==> src/sv/lefc_pkg.sv <==
// Shared types, constants and mask tables for the LED eye frame composer.
`timescale 1ns / 1ps

package lefc_pkg;

    // Frame geometry: two LEDs per memory row, one in each bank
    localparam int LED_COUNT = 128;
    localparam int ROW_COUNT = LED_COUNT / 2;
    localparam int ROW_W     = $clog2(ROW_COUNT);

    localparam int COLOR_W  = 24;
    localparam int BRIGHT_W = 5;
    localparam int MASK_W   = 4;
    localparam int WORD_W   = 32;

    localparam logic [7:0]          HEADER_BASE = 8'hE0;
    localparam logic [BRIGHT_W-1:0] BRIGHT_MAX  = 5'd31;
    localparam logic [BRIGHT_W-1:0] BRIGHT_MIN  = 5'd1;
    localparam logic [MASK_W-1:0]   MASK_COUNT  = 4'd11;
    localparam logic [MASK_W-1:0]   MASK_RESET  = 4'd1;
    localparam logic [COLOR_W-1:0]  FG_RESET    = 24'h808080;
    localparam logic [COLOR_W-1:0]  BG_RESET    = 24'h000000;

    // Input and output word widths
    localparam int IN_TDATA_W  = 40;
    localparam int OUT_TDATA_W = 64;

    typedef enum logic [2:0] {
        OP_BRIGHTER = 3'd0,
        OP_DIMMER   = 3'd1,
        OP_SET_ONE  = 3'd2,
        OP_SET_ALL  = 3'd3,
        OP_SELECT   = 3'd4
    } t_opcode;

    // Configuration register indexes
    localparam logic CFG_FG = 1'b0;
    localparam logic CFG_BG = 1'b1;

    typedef enum logic [1:0] {
        FLIP_NONE = 2'd0,
        FLIP_COLS = 2'd1,
        FLIP_ROWS = 2'd2,
        FLIP_BOTH = 2'd3
    } t_flip;

    typedef struct packed {
        logic [BRIGHT_W-1:0] bright;
        logic [COLOR_W-1:0]  color;
    } t_entry;

    localparam t_entry RESET_ENTRY = '{bright: BRIGHT_MIN, color: '0};

    typedef struct packed {
        logic             we_even;
        logic             we_odd;
        logic [ROW_W-1:0] addr;
        t_entry           data_even;
        t_entry           data_odd;
    } t_mem_wr;

    typedef struct packed {
        logic idle;
        logic writing;
    } t_seq_stat;

    typedef struct packed {
        logic [3:0] pic_a;
        t_flip      flip_a;
        logic [3:0] pic_b;
        t_flip      flip_b;
    } t_choice;

    // Per-mask bitmap and flip choice for each eye
    function automatic t_choice lefc_choice(input logic [MASK_W-1:0] mask);
        t_choice c;
        begin
            case (mask)
                4'd0:    c = '{4'd0, FLIP_NONE, 4'd0, FLIP_NONE};
                4'd1:    c = '{4'd1, FLIP_NONE, 4'd1, FLIP_NONE};
                4'd2:    c = '{4'd2, FLIP_NONE, 4'd2, FLIP_NONE};
                4'd3:    c = '{4'd3, FLIP_NONE, 4'd3, FLIP_NONE};
                4'd4:    c = '{4'd3, FLIP_ROWS, 4'd3, FLIP_ROWS};
                4'd5:    c = '{4'd4, FLIP_NONE, 4'd4, FLIP_NONE};
                4'd6:    c = '{4'd5, FLIP_NONE, 4'd5, FLIP_ROWS};
                4'd7:    c = '{4'd6, FLIP_NONE, 4'd6, FLIP_NONE};
                4'd8:    c = '{4'd7, FLIP_NONE, 4'd7, FLIP_NONE};
                4'd9:    c = '{4'd7, FLIP_ROWS, 4'd7, FLIP_ROWS};
                4'd10:   c = '{4'd8, FLIP_NONE, 4'd8, FLIP_NONE};
                default: c = '{4'd0, FLIP_NONE, 4'd0, FLIP_NONE};
            endcase
            return c;
        end
    endfunction

    // 8x8 bitmaps, one byte per row, leftmost column in the top bit
    function automatic logic [7:0] lefc_bitmap_row(input logic [3:0] pic,
                                                   input logic [2:0] row);
        logic [63:0] bm;
        begin
            case (pic)
                4'd0:    bm = 64'hFFFFFFFF_FFFFFFFF;
                4'd1:    bm = 64'h003C7E66_667E3C00;
                4'd2:    bm = 64'h0000007E_7E000000;
                4'd3:    bm = 64'h00004266_7E3C1800;
                4'd4:    bm = 64'h81C3663C_3C66C381;
                4'd5:    bm = 64'h40607038_1C0E0602;
                4'd6:    bm = 64'h007E7E18_18181800;
                4'd7:    bm = 64'h00666666_667E3C00;
                4'd8:    bm = 64'h3C42A581_A599423C;
                default: bm = '0;
            endcase
            return bm[(7 - row) * 8 +: 8];
        end
    endfunction

    // Mask pixel at a frame position: upper half is eye b, rows run bottom up
    function automatic logic lefc_pixel_on(input logic [MASK_W-1:0] mask,
                                           input logic [ROW_W:0]    pos);
        t_choice    c;
        logic [3:0] pic;
        t_flip      flip;
        logic [2:0] row;
        logic [2:0] col;
        logic [2:0] r;
        logic [2:0] cc;
        logic [7:0] bits;
        begin
            c    = lefc_choice(mask);
            pic  = pos[ROW_W] ? c.pic_b  : c.pic_a;
            flip = pos[ROW_W] ? c.flip_b : c.flip_a;
            row  = ~pos[5:3];
            col  = pos[2:0];
            r    = (flip == FLIP_NONE || flip == FLIP_COLS) ? row : ~row;
            cc   = (flip == FLIP_NONE || flip == FLIP_ROWS) ? col : ~col;
            bits = lefc_bitmap_row(pic, r);
            return bits[~cc];
        end
    endfunction

    // LED word: header byte with brightness, then the colour
    function automatic logic [WORD_W-1:0] lefc_led_word(input t_entry e);
        logic [7:0] hdr;
        begin
            hdr = HEADER_BASE + {3'b000, e.bright};
            return {hdr, e.color};
        end
    endfunction

endpackage

==> src/sv/lefc_frame_mem.sv <==
// Two-bank frame memory with registered read and per-entry valid bits.
`timescale 1ns / 1ps

module lefc_frame_mem (
    input  logic                      i_clk,
    input  logic                      i_rst_n,
    input  lefc_pkg::t_mem_wr         i_wr,
    input  logic [lefc_pkg::ROW_W-1:0] i_rd_addr,
    output lefc_pkg::t_entry          o_rd_even,
    output lefc_pkg::t_entry          o_rd_odd
);
    import lefc_pkg::*;

    t_entry               r_mem_even [ROW_COUNT];
    t_entry               r_mem_odd  [ROW_COUNT];
    logic [ROW_COUNT-1:0] r_vld_even;
    logic [ROW_COUNT-1:0] r_vld_odd;
    t_entry               r_rd_even;
    t_entry               r_rd_odd;
    logic                 r_rd_ve;
    logic                 r_rd_vo;

    // Write and read both banks
    always_ff @(posedge i_clk) begin
        if (i_wr.we_even) begin
            r_mem_even[i_wr.addr] <= i_wr.data_even;
        end
        if (i_wr.we_odd) begin
            r_mem_odd[i_wr.addr] <= i_wr.data_odd;
        end
        r_rd_even <= r_mem_even[i_rd_addr];
        r_rd_odd  <= r_mem_odd[i_rd_addr];
    end

    // Mark written entries; unwritten ones read as the reset entry
    always_ff @(posedge i_clk) begin
        if (!i_rst_n) begin
            r_vld_even <= '0;
            r_vld_odd  <= '0;
            r_rd_ve    <= 1'b0;
            r_rd_vo    <= 1'b0;
        end else begin
            if (i_wr.we_even) begin
                r_vld_even[i_wr.addr] <= 1'b1;
            end
            if (i_wr.we_odd) begin
                r_vld_odd[i_wr.addr] <= 1'b1;
            end
            r_rd_ve <= r_vld_even[i_rd_addr];
            r_rd_vo <= r_vld_odd[i_rd_addr];
        end
    end

    assign o_rd_even = r_rd_ve ? r_rd_even : RESET_ENTRY;
    assign o_rd_odd  = r_rd_vo ? r_rd_odd  : RESET_ENTRY;

endmodule

==> config.mk <==
export PLATFORM = sky130hd
export DESIGN_NAME = lefc_frame_mem
export DESIGN_NICKNAME = d
export VERILOG_FILES = /design/src/sv/lefc_pkg.sv /design/src/sv/lefc_frame_mem.sv
export SDC_FILE = /design/constraint.sdc
export NUM_CORES = 2
export LEC_CHECK = 0
export BUFFER_PORTS_ARGS = -buffer_cell sky130_fd_sc_hd__buf_2
export CELL_PAD_IN_SITES_DETAIL_PLACEMENT = 0
export CELL_PAD_IN_SITES_GLOBAL_PLACEMENT = 1
export CORE_MARGIN = 2
export CORE_UTILIZATION = 45
export CTS_CLUSTER_SIZE = 12
export DETAILED_ROUTE_END_ITERATION = 8
export PLACE_DENSITY_LB_ADDON = 0.1
export RECOVER_POWER = 25
export SYNTH_ARGS = -nofsm -noshare
export SYNTH_HDL_FRONTEND = slang
export SYNTH_SLANG_ARGS = --single-unit
==> constraint.sdc <==
create_clock -name i_clk -period 8.12 [get_ports i_clk]
set_input_delay 0.812 -clock i_clk [delete_from_list [all_inputs] [get_ports i_clk]]
set_output_delay 0.812 -clock i_clk [all_outputs]
set_load 0.05 [all_outputs]
# Yosys cells after proc, flatten, opt, wreduce, memory -nomap -nowiden
# Memory sizes are Yosys's and may differ from the RTL's. A register that Yosys moved wholly into a read port is not among the register bits.
# Index checks and enable logic that the tools add are counted.
# op_classes
n_lt_le_gt_ge	3
muxes	12
bitwise	2
reduce_logical	1
# ops
cell	n
$or 64x64->64	2
$mux 29	2
$lt 6x7->1 const B	2
$bmux 1 s6	2
$mux 1	7
$demux 1 s6	1
$ge 6x1->1 const B	1
$logic_and 1x1->1	1
# word_totals
reg_bits	130
ram_bits	3712
input_bits	74
output_inout_bits	58
wordCells	24
memories	2
# memory_table
memory	depth	width	read_ports	rd_clocked_by_memory_dff	write_ports	line_no	text
r_mem_even	64	29	1	1	1	lefc_frame_mem.sv:14	t_entry r_mem_even [ROW_COUNT];
r_mem_odd	64	29	1	1	1	lefc_frame_mem.sv:15	t_entry r_mem_odd [ROW_COUNT];

# Longest topological paths before layout
# logic_depth
depth_word	5
ltp_mapped	10
depth_no_buf	5

# Worst setup path after synthesis
# OpenSTA, ideal clock, no wires.
# synth_path
kind	input to register
from	in i_wr[61] in the netlist's numbering
to	mem r_mem_odd[9][0] in the netlist's numbering, enable pin
setup_ns	0.417
arrival_time_ns	3.109
t_required_ns	7.703
setup_slack_ns	4.594
cell_stages	5
n_path_buf	3
path_cell_list	clkbuf_1 or3b_2 clkbuf_1 clkbuf_1 nor2_1
# synth_rtl
item	line_no	text
start, declared	lefc_frame_mem.sv:7	input lefc_pkg::t_mem_wr i_wr,
end, declared	lefc_frame_mem.sv:15	
# No word-level cell before the write port.

==> impl_metrics.csv <==
group,metric,value,unit
sta,final.setup.worst_slack,3.71,ns
flow_run,cap_viol_max_count,46,
clock_network,cts_sinks,3900,
power_and_ir_drop,combPwrFrac,5.1,%
logic_synthesis,synth_top_area_share,75.8,%
logic_synthesis,synth_compound_area_share,2.17,%
floorplan,die_h,576,um
logic_synthesis,yosys-top-cells-area,"edfxtp_1 76%, mux4_2 16%, dfxtp_1 2.6%, o21a_1 0.65%, mux2i_1 0.64%",
logic_synthesis,yosysMostFrequentCell,"edfxtp_1",
final_layout,areaGrowthSynthToFinish,13.7,%
clock_network,tritoncts,"built",
min_path,min_path_type,"in2reg",
global_route,gr-usage-all-layers,24.9,%
global_route,grt_pass1_wl,569000,um
min_path,hold_depth,3,
logic_synthesis,syn_area,147000,um^2
power_and_ir_drop,p_seq_share,53.2,%
logic_synthesis,synth_warnings,0,
critical_path,path_max_fanout,81,
final_layout,seq_area,115000,um^2
detailed_routing,drtAntennaViolNets,0,
logic_synthesis,synth_mux_area_share,17.2,%
placed_design,hpwlAfterDp,218000,um
logic_synthesis,ys_async_sr_fraction,0,%
global_route,top_usage_layer,"met2",
power_and_ir_drop,total_power,0.0420,W
logic_synthesis,synth_seq_cells,3900,
detailed_routing,viasPerCell,6.16,
logic_synthesis,synthAdderAreaFrac,0,%
placed_design,dp.cells,10600,
clock_network,htreeDepth,5,
floorplan,pin_count,132,
outcome,status,"finished, violations left",
sta,finalSetupViolCount,0,
floorplan,core.rowCount,209,
placed_design,io_buffers,131,
sta,timing.fmax,227,MHz
sta,grt_setup_unrepaired,"no",
floorplan,core,325000,um^2
global_route,antenna_found_initial,64,
final_layout,drive_above_1_share,30.4,%
clock_network,cts_setup_buffers,0,
final_layout,fillers,25500,
logic_synthesis,synth_fp_nets,6328,
floorplan,die_w,576,um
critical_path,crit_arrival,5.18,ns
detailed_routing,vias,70200,
clock_network,postCtsHoldBufs,0,
min_path,hold_path.startpoint,"i_rd_addr[4]",
logic_synthesis,synthSimpleGateAreaFrac,1.15,%
logic_synthesis,ys.flop_type,"edfxtp_1",
final_layout,multiInputGateArea,31300,um^2
global_route,grt_max_degree,111,
logic_synthesis,synth_commonest_cells,"3712 x edfxtp_1, 1076 x mux4_2, 188 x dfxtp_1, 182 x clkbuf_1, 168 x nor2_1",
power_and_ir_drop,internal-power,0.0329,W
critical_path,path_class,"in2reg",
critical_path,endpoint_kind,"register",
sta,fin_setup_tns,0,ns
clock_network,numCtsBuffers,405,
global_route,grt-ovfl-total,0,
clock_network,clkTransAtPathRegs,0.06,ns
placed_design,gp_congestion,0.773,
power_and_ir_drop,power.switching,0.00905,W
clock_network,cts-root-buf,"clkbuf_16",
global_route,grt_use_met2,37.6,%
global_route,use_met1,36.6,%
power_and_ir_drop,ir_drop,0.000175,V
final_layout,utilization,51.5,%
critical_path,rr_startpoint,"r_mem_even[52][10]",
floorplan,start_util,45.3,%
logic_synthesis,synth_xor_area_share,0,%
clock_network,cts-resized-gates,0,
detailed_routing,first_iter_violations,9286,
sta,worst_slew_pin_slew,3.76,ns
detailed_routing,drc,0,
logic_synthesis,synth_top_family_by_area,"multiplexers",
detailed_routing,dr.pass1.iters,6,
sta,finalHoldViolCount,0,
outcome,violations,"max-capacitance violations, max-slew violations",
logic_synthesis,synth_top_cell_by_area,"edfxtp_1",
sta,min_period_over_period,54.3,%
critical_path,startpoint_type,"input port",
logic_synthesis,synthCells,6254,
power_and_ir_drop,pwr-share-clk,41.7,%
final_layout,nNetsFinal,6802,
sta,maxSlewHeadroom,-151,%
critical_path,reg2regPathDepth,4,
global_route,grt_use_met3,6.15,%
sta,skew,0.0393,ns
final_layout,fin_cells,11400,
power_and_ir_drop,power-per-cell-area,251,nW/um^2
detailed_routing,wl_per_cell,36.4,um
clock_network,clockBufferDepth,4,
logic_synthesis,syn_area_per_cell,23.5,um^2
power_and_ir_drop,p_leak,51.9,nW
logic_synthesis,ys_types,34,
power_and_ir_drop,swShare,21.6,%
critical_path,worstPathRequired,8.89,ns
floorplan,dieArea,331000,um^2
logic_synthesis,synth_edf_count,3712,
critical_path,ff2ff_setup_slack,5.30,ns
global_route,grt_pass1_vias,71300,
detailed_routing,totalWireLength,415000,um
min_path,hold_end,"r_rd_odd[20]",
sta,drv_slew,2994,
placed_design,post-place-ws,2.64,ns
clock_network,clock_latency,0.96,ns
logic_synthesis,ys_seq_area_share,78.3,%
sta,period_minus_slack,4.41,ns
critical_path,rr_endpoint,"r_rd_even[10]",
metrics by stage:
stage	instance area, um^2	hold slack, ns
final	167000	0.425
after global routing	167000	0.382
after CTS	167000	0.341
after detailed placement	155000	0.448
after global placement	155000	0.441
after floorplan	147000	0.435
layer usage:
metal / up-vias / part of all wire [%]
li1: 27800 / -
met1: 38800 / 42
met2: 3048 / 46
met3: 526 / 9.4
met4: 16 / 2.5
met5: - / 0.023
sequential cells by signal (all words and copies together) (netlist names):
name,count
r_rd_even,29
r_vld_odd,64
r_vld_even,64
r_mem_odd,1856
r_rd_odd,29
r_rd_vo,1
r_rd_ve,1
r_mem_even,1856
power groups by stage:
stage	registers, W	clock network, W	logic (W)
global placement	0.0227	0	0.00216
detailed placement	0.0227	0	0.00219
CTS	0.0223	0.0179	0.00219
finish	0.0223	0.0175	0.00216
global route	0.0223	0.0186	0.00228
floorplan	0.0226	0	0.00114
placed cells by master, fill, tap and decap left out, types with 12 or more instances in the layout:
cell       instances
nor2_1            37
clkinv_1          71
nor2b_1           21
buf_4            233
mux2_2            14
a22oi_1          116
a211oi_1          13
nand2_1           33
edfxtp_1        3712
and2_1            57
a221oi_1          21
clkbuf_1         182
clkbuf_16        418
nand3_1           51
diode_2           26
dfxtp_1          188
mux2i_1           94
nor2_4           130
buf_12            12
o21a_1           128
o22ai_1           33
mux4_2          1076
buf_2            123
clkinv_2          50
o21ai_0           38
a21oi_1           59
o221ai_1          31
clkbuf_8          33
cells by family (layout without fill, tap and decap cells):
kind of cell | Yosys count | after routing
buffers and inverters | 355 | 1150
and+or+nand+nor | 359 | 359
AOI/OAI and AO/OA | 456 | 456
other | 0 | 26
DFF | 3900 | 3900
muxes | 1184 | 1184
worst max path at each step:
stage | from | to | slack (ns)
3_3_place_gp | i_rd_addr[0] | r_rd_even[25] | 2.63
2_1_floorplan | i_wr[61] | r_mem_odd[9][0] | 4.59
3_5_place_dp | i_rd_addr[0] | r_rd_even[25] | 2.64
5_1_grt | i_rd_addr[0] | r_rd_even[25] | 3.37
6_report | i_rd_addr[0] | r_rd_even[25] | 3.71
4_1_cts | i_rd_addr[0] | r_rd_even[25] | 3.67
critical path: stages:
cell     delay (ns)
buf_12         0.49
buf_4          0.79
buf_4          0.79
mux4_2         0.60
mux4_2         0.46
o21ai_0        0.95
a21oi_1        0.06
layout make-up:
class,count,share of cell area (%)
Antenna cell,26,0.0389
Clock buffer,584,6.82
Clock inverter,144,0.575
Multi-Input combinational cell,1999,18.7
Sequential cell,3900,68.9
Tap cell,4325,3.24
Timing Repair Buffer,422,1.71
(Power assumes the default switching activity.)
