==> config.mk <==
export PLATFORM = sky130hd
export DESIGN_NAME = lefc_seq
export DESIGN_NICKNAME = d
export VERILOG_FILES = /design/src/sv/lefc_pkg.sv /design/src/sv/lefc_seq.sv
export SDC_FILE = /design/constraint.sdc
export NUM_CORES = 1
export LEC_CHECK = 0
export BUFFER_PORTS_ARGS = -buffer_cell sky130_fd_sc_hd__buf_4
export CAP_MARGIN = 20
export CELL_PAD_IN_SITES_DETAIL_PLACEMENT = 0
export CELL_PAD_IN_SITES_GLOBAL_PLACEMENT = 2
export CORE_ASPECT_RATIO = 0.7
export CORE_MARGIN = 2
export CORE_UTILIZATION = 28
export DETAILED_ROUTE_END_ITERATION = 10
export GPL_TIMING_DRIVEN = 0
export PLACE_DENSITY_LB_ADDON = 0.1
export SYNTH_ARGS = -nofsm -noshare
export SYNTH_HDL_FRONTEND = slang
export SYNTH_SLANG_ARGS = --single-unit
==> constraint.sdc <==
create_clock -name i_clk -period 3.8 [get_ports i_clk]
set_clock_uncertainty 0.15 [all_clocks]
set_input_delay 0.76 -clock i_clk [delete_from_list [all_inputs] [get_ports i_clk]]
set_output_delay 0.76 -clock i_clk [all_outputs]
set_load 0.05 [all_outputs]
==> src/sv/lefc_pkg.sv <==
// Shared types, constants and mask tables for the LED eye frame composer.
`timescale 1ns / 1ps

package lefc_pkg;

    // Frame geometry: two LEDs per memory row, one in each bank
    localparam int LED_COUNT = 128;
    localparam int ROW_COUNT = LED_COUNT / 2;
    localparam int ROW_W     = $clog2(ROW_COUNT);

    localparam int COLOR_W  = 24;
    localparam int BRIGHT_W = 5;
    localparam int MASK_W   = 4;
    localparam int WORD_W   = 32;

    localparam logic [7:0]          HEADER_BASE = 8'hE0;
    localparam logic [BRIGHT_W-1:0] BRIGHT_MAX  = 5'd31;
    localparam logic [BRIGHT_W-1:0] BRIGHT_MIN  = 5'd1;
    localparam logic [MASK_W-1:0]   MASK_COUNT  = 4'd11;
    localparam logic [MASK_W-1:0]   MASK_RESET  = 4'd1;
    localparam logic [COLOR_W-1:0]  FG_RESET    = 24'h808080;
    localparam logic [COLOR_W-1:0]  BG_RESET    = 24'h000000;

    // Input and output word widths
    localparam int IN_TDATA_W  = 40;
    localparam int OUT_TDATA_W = 64;

    typedef enum logic [2:0] {
        OP_BRIGHTER = 3'd0,
        OP_DIMMER   = 3'd1,
        OP_SET_ONE  = 3'd2,
        OP_SET_ALL  = 3'd3,
        OP_SELECT   = 3'd4
    } t_opcode;

    // Configuration register indexes
    localparam logic CFG_FG = 1'b0;
    localparam logic CFG_BG = 1'b1;

    typedef enum logic [1:0] {
        FLIP_NONE = 2'd0,
        FLIP_COLS = 2'd1,
        FLIP_ROWS = 2'd2,
        FLIP_BOTH = 2'd3
    } t_flip;

    typedef struct packed {
        logic [BRIGHT_W-1:0] bright;
        logic [COLOR_W-1:0]  color;
    } t_entry;

    localparam t_entry RESET_ENTRY = '{bright: BRIGHT_MIN, color: '0};

    typedef struct packed {
        logic             we_even;
        logic             we_odd;
        logic [ROW_W-1:0] addr;
        t_entry           data_even;
        t_entry           data_odd;
    } t_mem_wr;

    typedef struct packed {
        logic idle;
        logic writing;
    } t_seq_stat;

    typedef struct packed {
        logic [3:0] pic_a;
        t_flip      flip_a;
        logic [3:0] pic_b;
        t_flip      flip_b;
    } t_choice;

    // Per-mask bitmap and flip choice for each eye
    function automatic t_choice lefc_choice(input logic [MASK_W-1:0] mask);
        t_choice c;
        begin
            case (mask)
                4'd0:    c = '{4'd0, FLIP_NONE, 4'd0, FLIP_NONE};
                4'd1:    c = '{4'd1, FLIP_NONE, 4'd1, FLIP_NONE};
                4'd2:    c = '{4'd2, FLIP_NONE, 4'd2, FLIP_NONE};
                4'd3:    c = '{4'd3, FLIP_NONE, 4'd3, FLIP_NONE};
                4'd4:    c = '{4'd3, FLIP_ROWS, 4'd3, FLIP_ROWS};
                4'd5:    c = '{4'd4, FLIP_NONE, 4'd4, FLIP_NONE};
                4'd6:    c = '{4'd5, FLIP_NONE, 4'd5, FLIP_ROWS};
                4'd7:    c = '{4'd6, FLIP_NONE, 4'd6, FLIP_NONE};
                4'd8:    c = '{4'd7, FLIP_NONE, 4'd7, FLIP_NONE};
                4'd9:    c = '{4'd7, FLIP_ROWS, 4'd7, FLIP_ROWS};
                4'd10:   c = '{4'd8, FLIP_NONE, 4'd8, FLIP_NONE};
                default: c = '{4'd0, FLIP_NONE, 4'd0, FLIP_NONE};
            endcase
            return c;
        end
    endfunction

    // 8x8 bitmaps, one byte per row, leftmost column in the top bit
    function automatic logic [7:0] lefc_bitmap_row(input logic [3:0] pic,
                                                   input logic [2:0] row);
        logic [63:0] bm;
        begin
            case (pic)
                4'd0:    bm = 64'hFFFFFFFF_FFFFFFFF;
                4'd1:    bm = 64'h003C7E66_667E3C00;
                4'd2:    bm = 64'h0000007E_7E000000;
                4'd3:    bm = 64'h00004266_7E3C1800;
                4'd4:    bm = 64'h81C3663C_3C66C381;
                4'd5:    bm = 64'h40607038_1C0E0602;
                4'd6:    bm = 64'h007E7E18_18181800;
                4'd7:    bm = 64'h00666666_667E3C00;
                4'd8:    bm = 64'h3C42A581_A599423C;
                default: bm = '0;
            endcase
            return bm[(7 - row) * 8 +: 8];
        end
    endfunction

    // Mask pixel at a frame position: upper half is eye b, rows run bottom up
    function automatic logic lefc_pixel_on(input logic [MASK_W-1:0] mask,
                                           input logic [ROW_W:0]    pos);
        t_choice    c;
        logic [3:0] pic;
        t_flip      flip;
        logic [2:0] row;
        logic [2:0] col;
        logic [2:0] r;
        logic [2:0] cc;
        logic [7:0] bits;
        begin
            c    = lefc_choice(mask);
            pic  = pos[ROW_W] ? c.pic_b  : c.pic_a;
            flip = pos[ROW_W] ? c.flip_b : c.flip_a;
            row  = ~pos[5:3];
            col  = pos[2:0];
            r    = (flip == FLIP_NONE || flip == FLIP_COLS) ? row : ~row;
            cc   = (flip == FLIP_NONE || flip == FLIP_ROWS) ? col : ~col;
            bits = lefc_bitmap_row(pic, r);
            return bits[~cc];
        end
    endfunction

    // LED word: header byte with brightness, then the colour
    function automatic logic [WORD_W-1:0] lefc_led_word(input t_entry e);
        logic [7:0] hdr;
        begin
            hdr = HEADER_BASE + {3'b000, e.bright};
            return {hdr, e.color};
        end
    endfunction

endpackage

==> src/sv/lefc_seq.sv <==
// Command sequencer: decodes commands, redraws the frame, streams it out.
`timescale 1ns / 1ps

module lefc_seq (
    input  logic                            i_clk,
    input  logic                            i_rst_n,
    input  logic                            i_cfg_we,
    input  logic                            i_cfg_addr,
    input  logic [lefc_pkg::COLOR_W-1:0]    i_cfg_wdata,
    input  logic                            i_s_tvalid,
    output logic                            o_s_tready,
    input  logic [lefc_pkg::IN_TDATA_W-1:0] i_s_tdata,
    output logic                            o_m_tvalid,
    input  logic                            i_m_tready,
    output logic [lefc_pkg::OUT_TDATA_W-1:0] o_m_tdata,
    output logic                            o_m_tlast,
    output lefc_pkg::t_mem_wr               o_wr,
    output logic [lefc_pkg::ROW_W-1:0]      o_rd_addr,
    input  lefc_pkg::t_entry                i_rd_even,
    input  lefc_pkg::t_entry                i_rd_odd,
    output lefc_pkg::t_seq_stat             o_stat
);
    import lefc_pkg::*;

    typedef enum logic [2:0] {
        S_IDLE,
        S_WRITE,
        S_READ,
        S_LOAD,
        S_SEND
    } t_state;

    localparam logic [ROW_W-1:0] ROW_LAST = ROW_W'(ROW_COUNT - 1);

    t_state              r_state;
    logic [ROW_W-1:0]    r_cnt;
    logic [BRIGHT_W-1:0] r_bright;
    logic [MASK_W-1:0]   r_mask;
    logic [COLOR_W-1:0]  r_fg;
    logic [COLOR_W-1:0]  r_bg;
    logic                r_fill_all;
    logic [COLOR_W-1:0]  r_fill_color;
    logic                r_out_valid;
    logic [WORD_W-1:0]   r_even;
    logic [WORD_W-1:0]   r_odd;
    logic                r_last;

    t_opcode             w_op;
    logic [ROW_W:0]      w_idx;
    logic [COLOR_W-1:0]  w_color;
    logic [MASK_W-1:0]   w_sel;
    logic                w_accept;
    t_entry              w_fg_entry;
    t_entry              w_bg_entry;

    // Unpack the command word
    assign w_op     = t_opcode'(i_s_tdata[2:0]);
    assign w_idx    = i_s_tdata[9:3];
    assign w_color  = i_s_tdata[33:10];
    assign w_sel    = i_s_tdata[37:34];
    assign w_accept = i_s_tvalid && (r_state == S_IDLE);

    assign w_fg_entry = '{bright: r_bright, color: r_fg};
    assign w_bg_entry = '{bright: r_bright, color: r_bg};

    // Hold colour registers
    always_ff @(posedge i_clk) begin
        if (!i_rst_n) begin
            r_fg <= FG_RESET;
            r_bg <= BG_RESET;
        end else if (i_cfg_we) begin
            case (i_cfg_addr)
                CFG_FG:  r_fg <= i_cfg_wdata;
                CFG_BG:  r_bg <= i_cfg_wdata;
                default: ;
            endcase
        end
    end

    // Drive memory writes: one row per cycle for redraws and set-all, one entry for set-one
    always_comb begin
        o_wr = '0;
        if (r_state == S_WRITE) begin
            o_wr.we_even = 1'b1;
            o_wr.we_odd  = 1'b1;
            o_wr.addr    = r_cnt;
            if (r_fill_all) begin
                o_wr.data_even = '{bright: r_bright, color: r_fill_color};
                o_wr.data_odd  = '{bright: r_bright, color: r_fill_color};
            end else begin
                o_wr.data_even = lefc_pixel_on(r_mask, {r_cnt, 1'b0}) ? w_fg_entry
                                                                       : w_bg_entry;
                o_wr.data_odd  = lefc_pixel_on(r_mask, {r_cnt, 1'b1}) ? w_fg_entry
                                                                       : w_bg_entry;
            end
        end else if (w_accept && w_op == OP_SET_ONE) begin
            o_wr.we_even   = ~w_idx[0];
            o_wr.we_odd    = w_idx[0];
            o_wr.addr      = w_idx[ROW_W:1];
            o_wr.data_even = '{bright: r_bright, color: w_color};
            o_wr.data_odd  = '{bright: r_bright, color: w_color};
        end
    end

    // Read ahead by one row while the current pair is on offer
    assign o_rd_addr = (r_state == S_SEND) ? r_cnt + ROW_W'(1) : r_cnt;

    // Advance the sequencer and hold the output pair
    always_ff @(posedge i_clk) begin
        if (!i_rst_n) begin
            r_state     <= S_IDLE;
            r_cnt       <= '0;
            r_bright    <= BRIGHT_MIN;
            r_mask      <= MASK_RESET;
            r_fill_all  <= 1'b0;
            r_out_valid <= 1'b0;
            r_last      <= 1'b0;
        end else begin
            case (r_state)
                S_IDLE: begin
                    if (w_accept) begin
                        r_cnt <= '0;
                        case (w_op)
                            OP_BRIGHTER: begin
                                if (r_bright != BRIGHT_MAX) begin
                                    r_bright <= r_bright + BRIGHT_W'(1);
                                end
                                r_fill_all <= 1'b0;
                                r_state    <= S_WRITE;
                            end
                            OP_DIMMER: begin
                                if (r_bright != BRIGHT_MIN) begin
                                    r_bright <= r_bright - BRIGHT_W'(1);
                                end
                                r_fill_all <= 1'b0;
                                r_state    <= S_WRITE;
                            end
                            OP_SET_ONE: begin
                                r_state <= S_READ;
                            end
                            OP_SET_ALL: begin
                                r_fill_all   <= 1'b1;
                                r_fill_color <= w_color;
                                r_state      <= S_WRITE;
                            end
                            OP_SELECT: begin
                                // drop a mask number past the table
                                if (w_sel < MASK_COUNT) begin
                                    r_mask     <= w_sel;
                                    r_fill_all <= 1'b0;
                                    r_state    <= S_WRITE;
                                end
                            end
                            default: ;
                        endcase
                    end
                end
                S_WRITE: begin
                    if (r_cnt == ROW_LAST) begin
                        r_cnt   <= '0;
                        r_state <= S_READ;
                    end else begin
                        r_cnt <= r_cnt + ROW_W'(1);
                    end
                end
                S_READ: begin
                    r_state <= S_LOAD;
                end
                S_LOAD: begin
                    r_even      <= lefc_led_word(i_rd_even);
                    r_odd       <= lefc_led_word(i_rd_odd);
                    r_last      <= (r_cnt == ROW_LAST);
                    r_out_valid <= 1'b1;
                    r_state     <= S_SEND;
                end
                S_SEND: begin
                    if (i_m_tready) begin
                        r_out_valid <= 1'b0;
                        if (r_last) begin
                            r_state <= S_IDLE;
                        end else begin
                            r_cnt   <= r_cnt + ROW_W'(1);
                            r_state <= S_LOAD;
                        end
                    end
                end
                default: begin
                    r_state <= S_IDLE;
                end
            endcase
        end
    end

    assign o_s_tready     = (r_state == S_IDLE);
    assign o_m_tvalid     = r_out_valid;
    assign o_m_tdata      = {r_odd, r_even};
    assign o_m_tlast      = r_last;
    assign o_stat.idle    = (r_state == S_IDLE);
    assign o_stat.writing = (r_state == S_WRITE);

endmodule

== Word-level counts from Yosys, hierarchy flattened ==
Memories as Yosys holds them, arrays and structs flattened. A register that Yosys moved wholly into a read port is not among the register bits.
Cells that the tools add are included.

* Bits in registers: 157
* Latch bits: 0
* Bits in writable memories: 0
* ROM bits: 2,368
* Input port bits: 128
* Output and inout port bits: 141
* Word-level logic and storage cells: 135
* Memories: 4

{| class="wikitable"
|+ Memory list
! name !! depth !! width !! read ports !! clocked after memory_dff !! write ports !! RTL line !! RTL
|-
| (name not given) || 16 || 64 || 1 || 0 || 0 || lefc_pkg.sv:101 || <nowiki>case (pic)</nowiki>
|-
| (name not given) || 16 || 64 || 1 || 0 || 0 || lefc_pkg.sv:101 ||
|-
| (name not given) || 16 || 10 || 1 || 1 || 0 || lefc_pkg.sv:78 || <nowiki>case (mask)</nowiki>
|-
| (name not given) || 16 || 10 || 1 || 1 || 0 || lefc_pkg.sv:78 ||
|}

* $add $sub $neg: 7
* Multipliers: 0
* Div/mod/pow operators: 0
* Magnitude comparators: 3
* Equal/unequal tests: 24
* Shift-type cells: 2
* Muxes and demuxes: 49
* Bitwise logic cells: 8
* Reductions and logical operators: 26

{| class="wikitable"
|+ Operators with widths
! operator !! count
|-
| two-way mux 64 bit || 4
|-
| two-way mux 66 bit || 2
|-
| variable part select 64 x 33 -> 8 bit || 2
|-
| two-way mux 53 bit || 1
|-
| two-way mux 12 bit || 4
|-
| two-way mux 24 bit || 2
|-
| two-way mux 6 bit || 5
|-
| two-way mux 3 bit || 8
|-
| two-way mux 4 bit || 6
|-
| NOT 3 bit || 6
|-
| case mux 6 bit (3 select lines) || 1
|-
| AND reduction 4 bit || 4
|-
| case mux 3 bit (5 select lines) || 1
|-
| adder 6 x 6 -> 7 bit (first input constant) || 2
|-
| equality test 3 x 2 -> 1 bit (second input constant) || 4
|-
| two-way mux 5 bit || 2
|-
| != test 2 bit (second input constant) || 5
|-
| case mux 5 bit (2 select lines) || 1
|-
| AND reduction 5 bit || 2
|-
| case mux 3 bit (3 select lines) || 1
|-
| < comparator 3 x 4 -> 1 bit (second input constant) || 2
|-
| AND reduction 2 bit || 4
|-
| subtractor 3 x 3 -> 4 bit (first input constant) || 2
|-
| adder 6 x 1 -> 6 bit (second input constant) || 1
|-
| 27 further kinds || 47
|}

== Depth between registers and ports, before layout ==
* Depth after elaboration: 13
* Gate-level depth with buffers: 12
* Gate-level depth less buffers: 9

== Worst setup path after synthesis ==
No wires, ideal clock.

* Kind: register to output
* From: register r_state[0]
* To: output port o_wr[52] in the netlist's numbering
* Arrival time: 4.268 ns
* Required time: 2.890 ns
* Path slack: -1.378 ns
* Stages on the path, launching flop included: 10
* Buffers on the path: 3
* Cells stage by stage: dfxtp_1 nor3_1 nand2_1 nor2_1 and2_1 clkbuf_1 buf_2 buf_1 a22oi_1 a221oi_1

{| class="wikitable"
|+ RTL lines
! element !! RTL line !! RTL
|-
| from (decl) || lefc_seq.sv:35 || <nowiki>t_state r_state;</nowiki>
|-
| from (signal assigned) || lefc_seq.sv:111 || <nowiki>r_state <= S_IDLE;</nowiki>
|-
| from (signal assigned) || lefc_seq.sv:129 || <nowiki>r_state <= S_WRITE;</nowiki>
|-
| from (signal assigned) || lefc_seq.sv:136 || <nowiki>r_state <= S_WRITE;</nowiki>
|-
| to (decl) || lefc_seq.sv:17 || <nowiki>output lefc_pkg::t_mem_wr o_wr,</nowiki>
|}

==> results.txt <==
After the flow finishes, the layout carries non-filler instances totaling 1659. The proportion of layout cells with a drive suffix above 1 is 0.439, and the number of placed cells counting well taps is 1589. Summed over all layers, the routed wires come to 35.7 mm. The HPWL after detailed placement was 26.4 mm. In this run the tool buffered the top-level ports with 260 buffer cells. The number of failing setup endpoints in the final timing report came out at 48. In the layout the commonest cells are sky130_fd_sc_hd__buf_4 (258), sky130_fd_sc_hd__nand2_1 (126), sky130_fd_sc_hd__edfxtp_1 (82). Yosys printed 0 warnings. The leakage power was 0.00521 µW. The synthesized design contains 157 register bits.

For the required time of the worst setup path, the log shows 2.89 ns. The gate family responsible for the most delay along the worst path was compound AO/OA/AOI/OAI gates. The number of antenna violations at the first check in global routing was 0; the clock network latency to the later pin of the worst-skew pair was 0.45 ns. Across all layers, the routed design uses 8610 vias.

Counting along the longest clock path gives a buffer depth of 2. Averaged over all synthesized cells, the footprint is 9.47 µm². After detailed routing, the number of remaining DRC violations is 0. The count of endpoints failing hold in the final timing report was 0; the fmax was 234 MHz.

The run finished, with violations left. The fraction of power spent switching nets was 0.332; the boundary pin count was 269. The tool flagged a number of max-cap violations equal to 0. The part of the total power dissipated in the clock network came out at 0.360. The largest fanout of any net on the critical path was 6; the final worst slack was -0.471 ns. The number of global-route vias before repair was 8511; the clock sink total was 157.

The sequential cell area fraction in the yosys report is 0.460. The run gives -0.883 ns as the placement-stage worst setup slack. At the pin with the least slew margin, the transition time is 1.11 ns. The tools report the synthesized instance count as 910. The detailed-routing iteration count for the pre-antenna-repair pass was 5; the die span in y was 151 µm. The worst min-delay path category is register to register.

From synthesis to final layout, the design area changed by 60.7%. The number of DRC violations after detailed-routing iteration 0 is 652. In the routed layout, each cell is associated on average with a via count of 5.19. At the end of routability-driven placement, the weighted congestion stood at 0.837. In this run the remaining antenna-violating nets after routing total 0. The worst setup path is of the register to primary output kind. 0 antenna diodes ended up in the layout.

The critical path goes through inv_8, ha_4, nor2b_4, a211oi_4, o21ai_1, o21a_1, or4_4, a31o_4, buf_12, a211oi_4, buf_6. The final reports fail on setup timing. The number of filler instances in the final layout was 2958; the clock slew seen by the registers of the worst setup and hold paths was 0.07 ns.

Top flip-flop cell by instance count after synthesis: sky130_fd_sc_hd__edfxtp_1. For this design the ratio of total power to cell area is 340 nW/µm². The initial standard-cell utilization of the core is 0.286.

The floorplan has 53 rows. After synthesis, the netlist uses 65 different library cells. The largest single stage delay on the critical path is 0.62 ns. The run gives 30200 µm² as the area of the core. The number of hold buffers added after cts is 0.

The most frequent standard cell in the layout excluding fill and tap cells was sky130_fd_sc_hd__buf_4. The final layout net count was 1379; the total congestion overflow was 0. The worst max-slew margin expressed relative to the limit is 0.262, and the worst path buffer plus inverter count is 3. The post-route fraction of the period consumed by the critical path came out at 1.12. The mean routed wirelength per cell is 21.5 µm.

In this design, the critical path's most frequently occurring cell is sky130_fd_sc_hd__a211oi_4. The run gives 0 as the number of pins exceeding their max-slew limit in the final report. Slowest cell on the critical path: sky130_fd_sc_hd__or4_4. The die covers 32200 µm².

The first global-routing pass estimated 52.8 mm of wire. The share of flip-flops with an asynchronous set or reset was 0. In this run the horizontal extent of the chip is 214 µm.

The number of buffers added by the clock tree synthesis step is 17, and the overall global routing resource usage is 0.222. The logs give 0.392 for the sequential cell fraction of total power and 0.248 for the part of the total power dissipated in combinational logic. Summing every instance area after synthesis gives 8620 µm².

The kind of end point of the critical path is a primary output. Summed over all nets, the switching power comes to 1560 µW. The run gives 0.304 mV as the worst ir drop on vdd. Setup repair after global routing could not meet its margin everywhere. CTS built an H-tree with a depth of 4.

Counting I/O delays and the setup requirement, the final critical path takes 4.27 ns. Launching element type of the critical path: a register. TritonCTS built the clock tree. The tools report the clock tree root driver cell as sky130_fd_sc_hd__clkbuf_16.

The synthesized design contains 82 enable-type register cells. Entering global routing, the biggest net connects 31 pins. The arrival time reported for the critical path endpoint was 3.36 ns; the internal power summed over all cells was 3140 µW.
flip-flops by register name, indices dropped and copies added, names as in the netlist, 3 cells and up, named ones only:
| register | flops |
|---|---|
| r_mask | 4 |
| r_bg | 24 |
| r_odd | 29 |
| r_state | 3 |
| r_bright | 5 |
| r_fill_color | 24 |
| r_cnt | 6 |
| r_even | 29 |
| r_fg | 24 |
worst register-to-register path: stages, from the launching register on:
cell and delay, ns:
sky130_fd_sc_hd__dfxtp_1 0.49, sky130_fd_sc_hd__nor2b_1 0.30, sky130_fd_sc_hd__nor2b_1 0.16, sky130_fd_sc_hd__clkbuf_1 0.43, sky130_fd_sc_hd__a21oi_1 0.27, sky130_fd_sc_hd__or2_2 0.36
sky130_fd_sc_hd__o41ai_1 0.29, sky130_fd_sc_hd__and2_1 0.17
final cells by class:
| class | instances | area (µm²) | share of cell area |
|---|---|---|---|
| repair buffers | 306 | 2620 | 0.189 |
| multi-input cells | 650 | 5470 | 0.395 |
| clock buffers | 17 | 425 | 0.0307 |
| flip-flops and latches | 157 | 3980 | 0.288 |
| inverters | 20 | 90.1 | 0.00651 |
| well taps | 412 | 515 | 0.0372 |
| plain buffers | 82 | 593 | 0.0428 |
| clock inverters | 15 | 150 | 0.0108 |
per-stage QoR:
step	utilization	hold slack, ns	area (µm²)	setup TNS, ns	total power, µW
after floorplan	-	0.286	9410	-1.41	2550
after global placement	0.394	0.296	11900	-77.93	2900
after detailed placement	0.395	0.304	11900	-38.32	2910
after CTS	0.446	0.301	13500	-20.72	4720
after global routing	0.459	0.306	13800	-21.36	4890
final	0.459	0.317	13800	-16.81	4710
routing by layer:
metal	global-route usage	up-vias	part of all wire
li1	-	4055	-
met1	0.326	4225	0.48
met2	0.317	299	0.44
met3	0.0572	31	0.069
met4	0.0653	0	0.018
met5	0	-	0
cells in the mapped netlist (4+ instances only):
master,instances,area share
sky130_fd_sc_hd__nand2_1,131,0.057
sky130_fd_sc_hd__edfxtp_1,82,0.29
sky130_fd_sc_hd__dfxtp_1,75,0.17
sky130_fd_sc_hd__clkbuf_1,57,0.025
sky130_fd_sc_hd__a211oi_1,53,0.046
sky130_fd_sc_hd__nor2_1,52,0.023
sky130_fd_sc_hd__a21boi_0,47,0.041
sky130_fd_sc_hd__nand2b_1,30,0.022
sky130_fd_sc_hd__o21ai_0,30,0.017
sky130_fd_sc_hd__a21oi_1,27,0.016
sky130_fd_sc_hd__a221oi_1,27,0.027
sky130_fd_sc_hd__a22oi_1,26,0.023
sky130_fd_sc_hd__a211o_1,25,0.025
sky130_fd_sc_hd__a311oi_1,25,0.025
sky130_fd_sc_hd__nand3_1,20,0.012
sky130_fd_sc_hd__inv_1,18,0.0078
sky130_fd_sc_hd__ha_1,17,0.025
sky130_fd_sc_hd__nor2b_1,16,0.012
sky130_fd_sc_hd__buf_2,13,0.0075
sky130_fd_sc_hd__buf_4,13,0.011
sky130_fd_sc_hd__nor3_1,9,0.0052
sky130_fd_sc_hd__a22o_1,8,0.0081
sky130_fd_sc_hd__and2_1,8,0.0058
sky130_fd_sc_hd__o221ai_1,8,0.0081
sky130_fd_sc_hd__mux2i_1,7,0.0081
sky130_fd_sc_hd__xnor2_1,7,0.0071
sky130_fd_sc_hd__o311ai_0,5,0.0051
sky130_fd_sc_hd__or3_1,5,0.0036
sky130_fd_sc_hd__nand3b_1,4,0.0035
sky130_fd_sc_hd__o211ai_1,4,0.0035
power groups by stage:
stage / Clock [µW] / Combinational, µW / Sequential [µW]
2_1_floorplan: 0 / 658 / 1890
3_3_place_gp: 0 / 1020 / 1890
3_5_place_dp: 0 / 1020 / 1890
4_1_cts: 1750 / 1120 / 1850
5_1_grt: 1810 / 1240 / 1850
6_report: 1690 / 1170 / 1850
timing repair:
item	in CTS	in global routing
resized for setup	189	70
setup endpoints to repair	66	65
setup buffers	24	15
pin swaps	33	23
hold endpoints to repair	0	0
cloned	3	2
cells by family (layout without fill, tap and decap cells):
| logic type | after synthesis | after routing | synth area share |
|---|---|---|---|
| AOI/OAI and AO/OA | 313 | 313 | 0.274 |
| and+or+nand+nor | 292 | 292 | 0.157 |
| DFF | 157 | 157 | 0.460 |
| buffers and inverters | 108 | 440 | 0.0572 |
| adders and majority gates | 17 | 17 | 0.0247 |
| muxes | 12 | 12 | 0.0164 |
| xor gates and xnor gates | 10 | 10 | 0.0102 |
| other | 1 | 6 | 0.000435 |
path summary, 6_finish.rpt:
kind / startpoint / to / slack [ns] / depth (start not counted)
worst min register to register: r_fg[22] / r_fg[22] / 0.32 / 2
worst max-delay path: register / o_wr[21] / -0.47 / 11
worst max register to register: r_state[0] / r_cnt[5] / 1.11 / 7
worst min-delay path: r_fg[22] / r_fg[22] / 0.32 / 2
No activity file was read; power rests on OpenSTA's default activity.
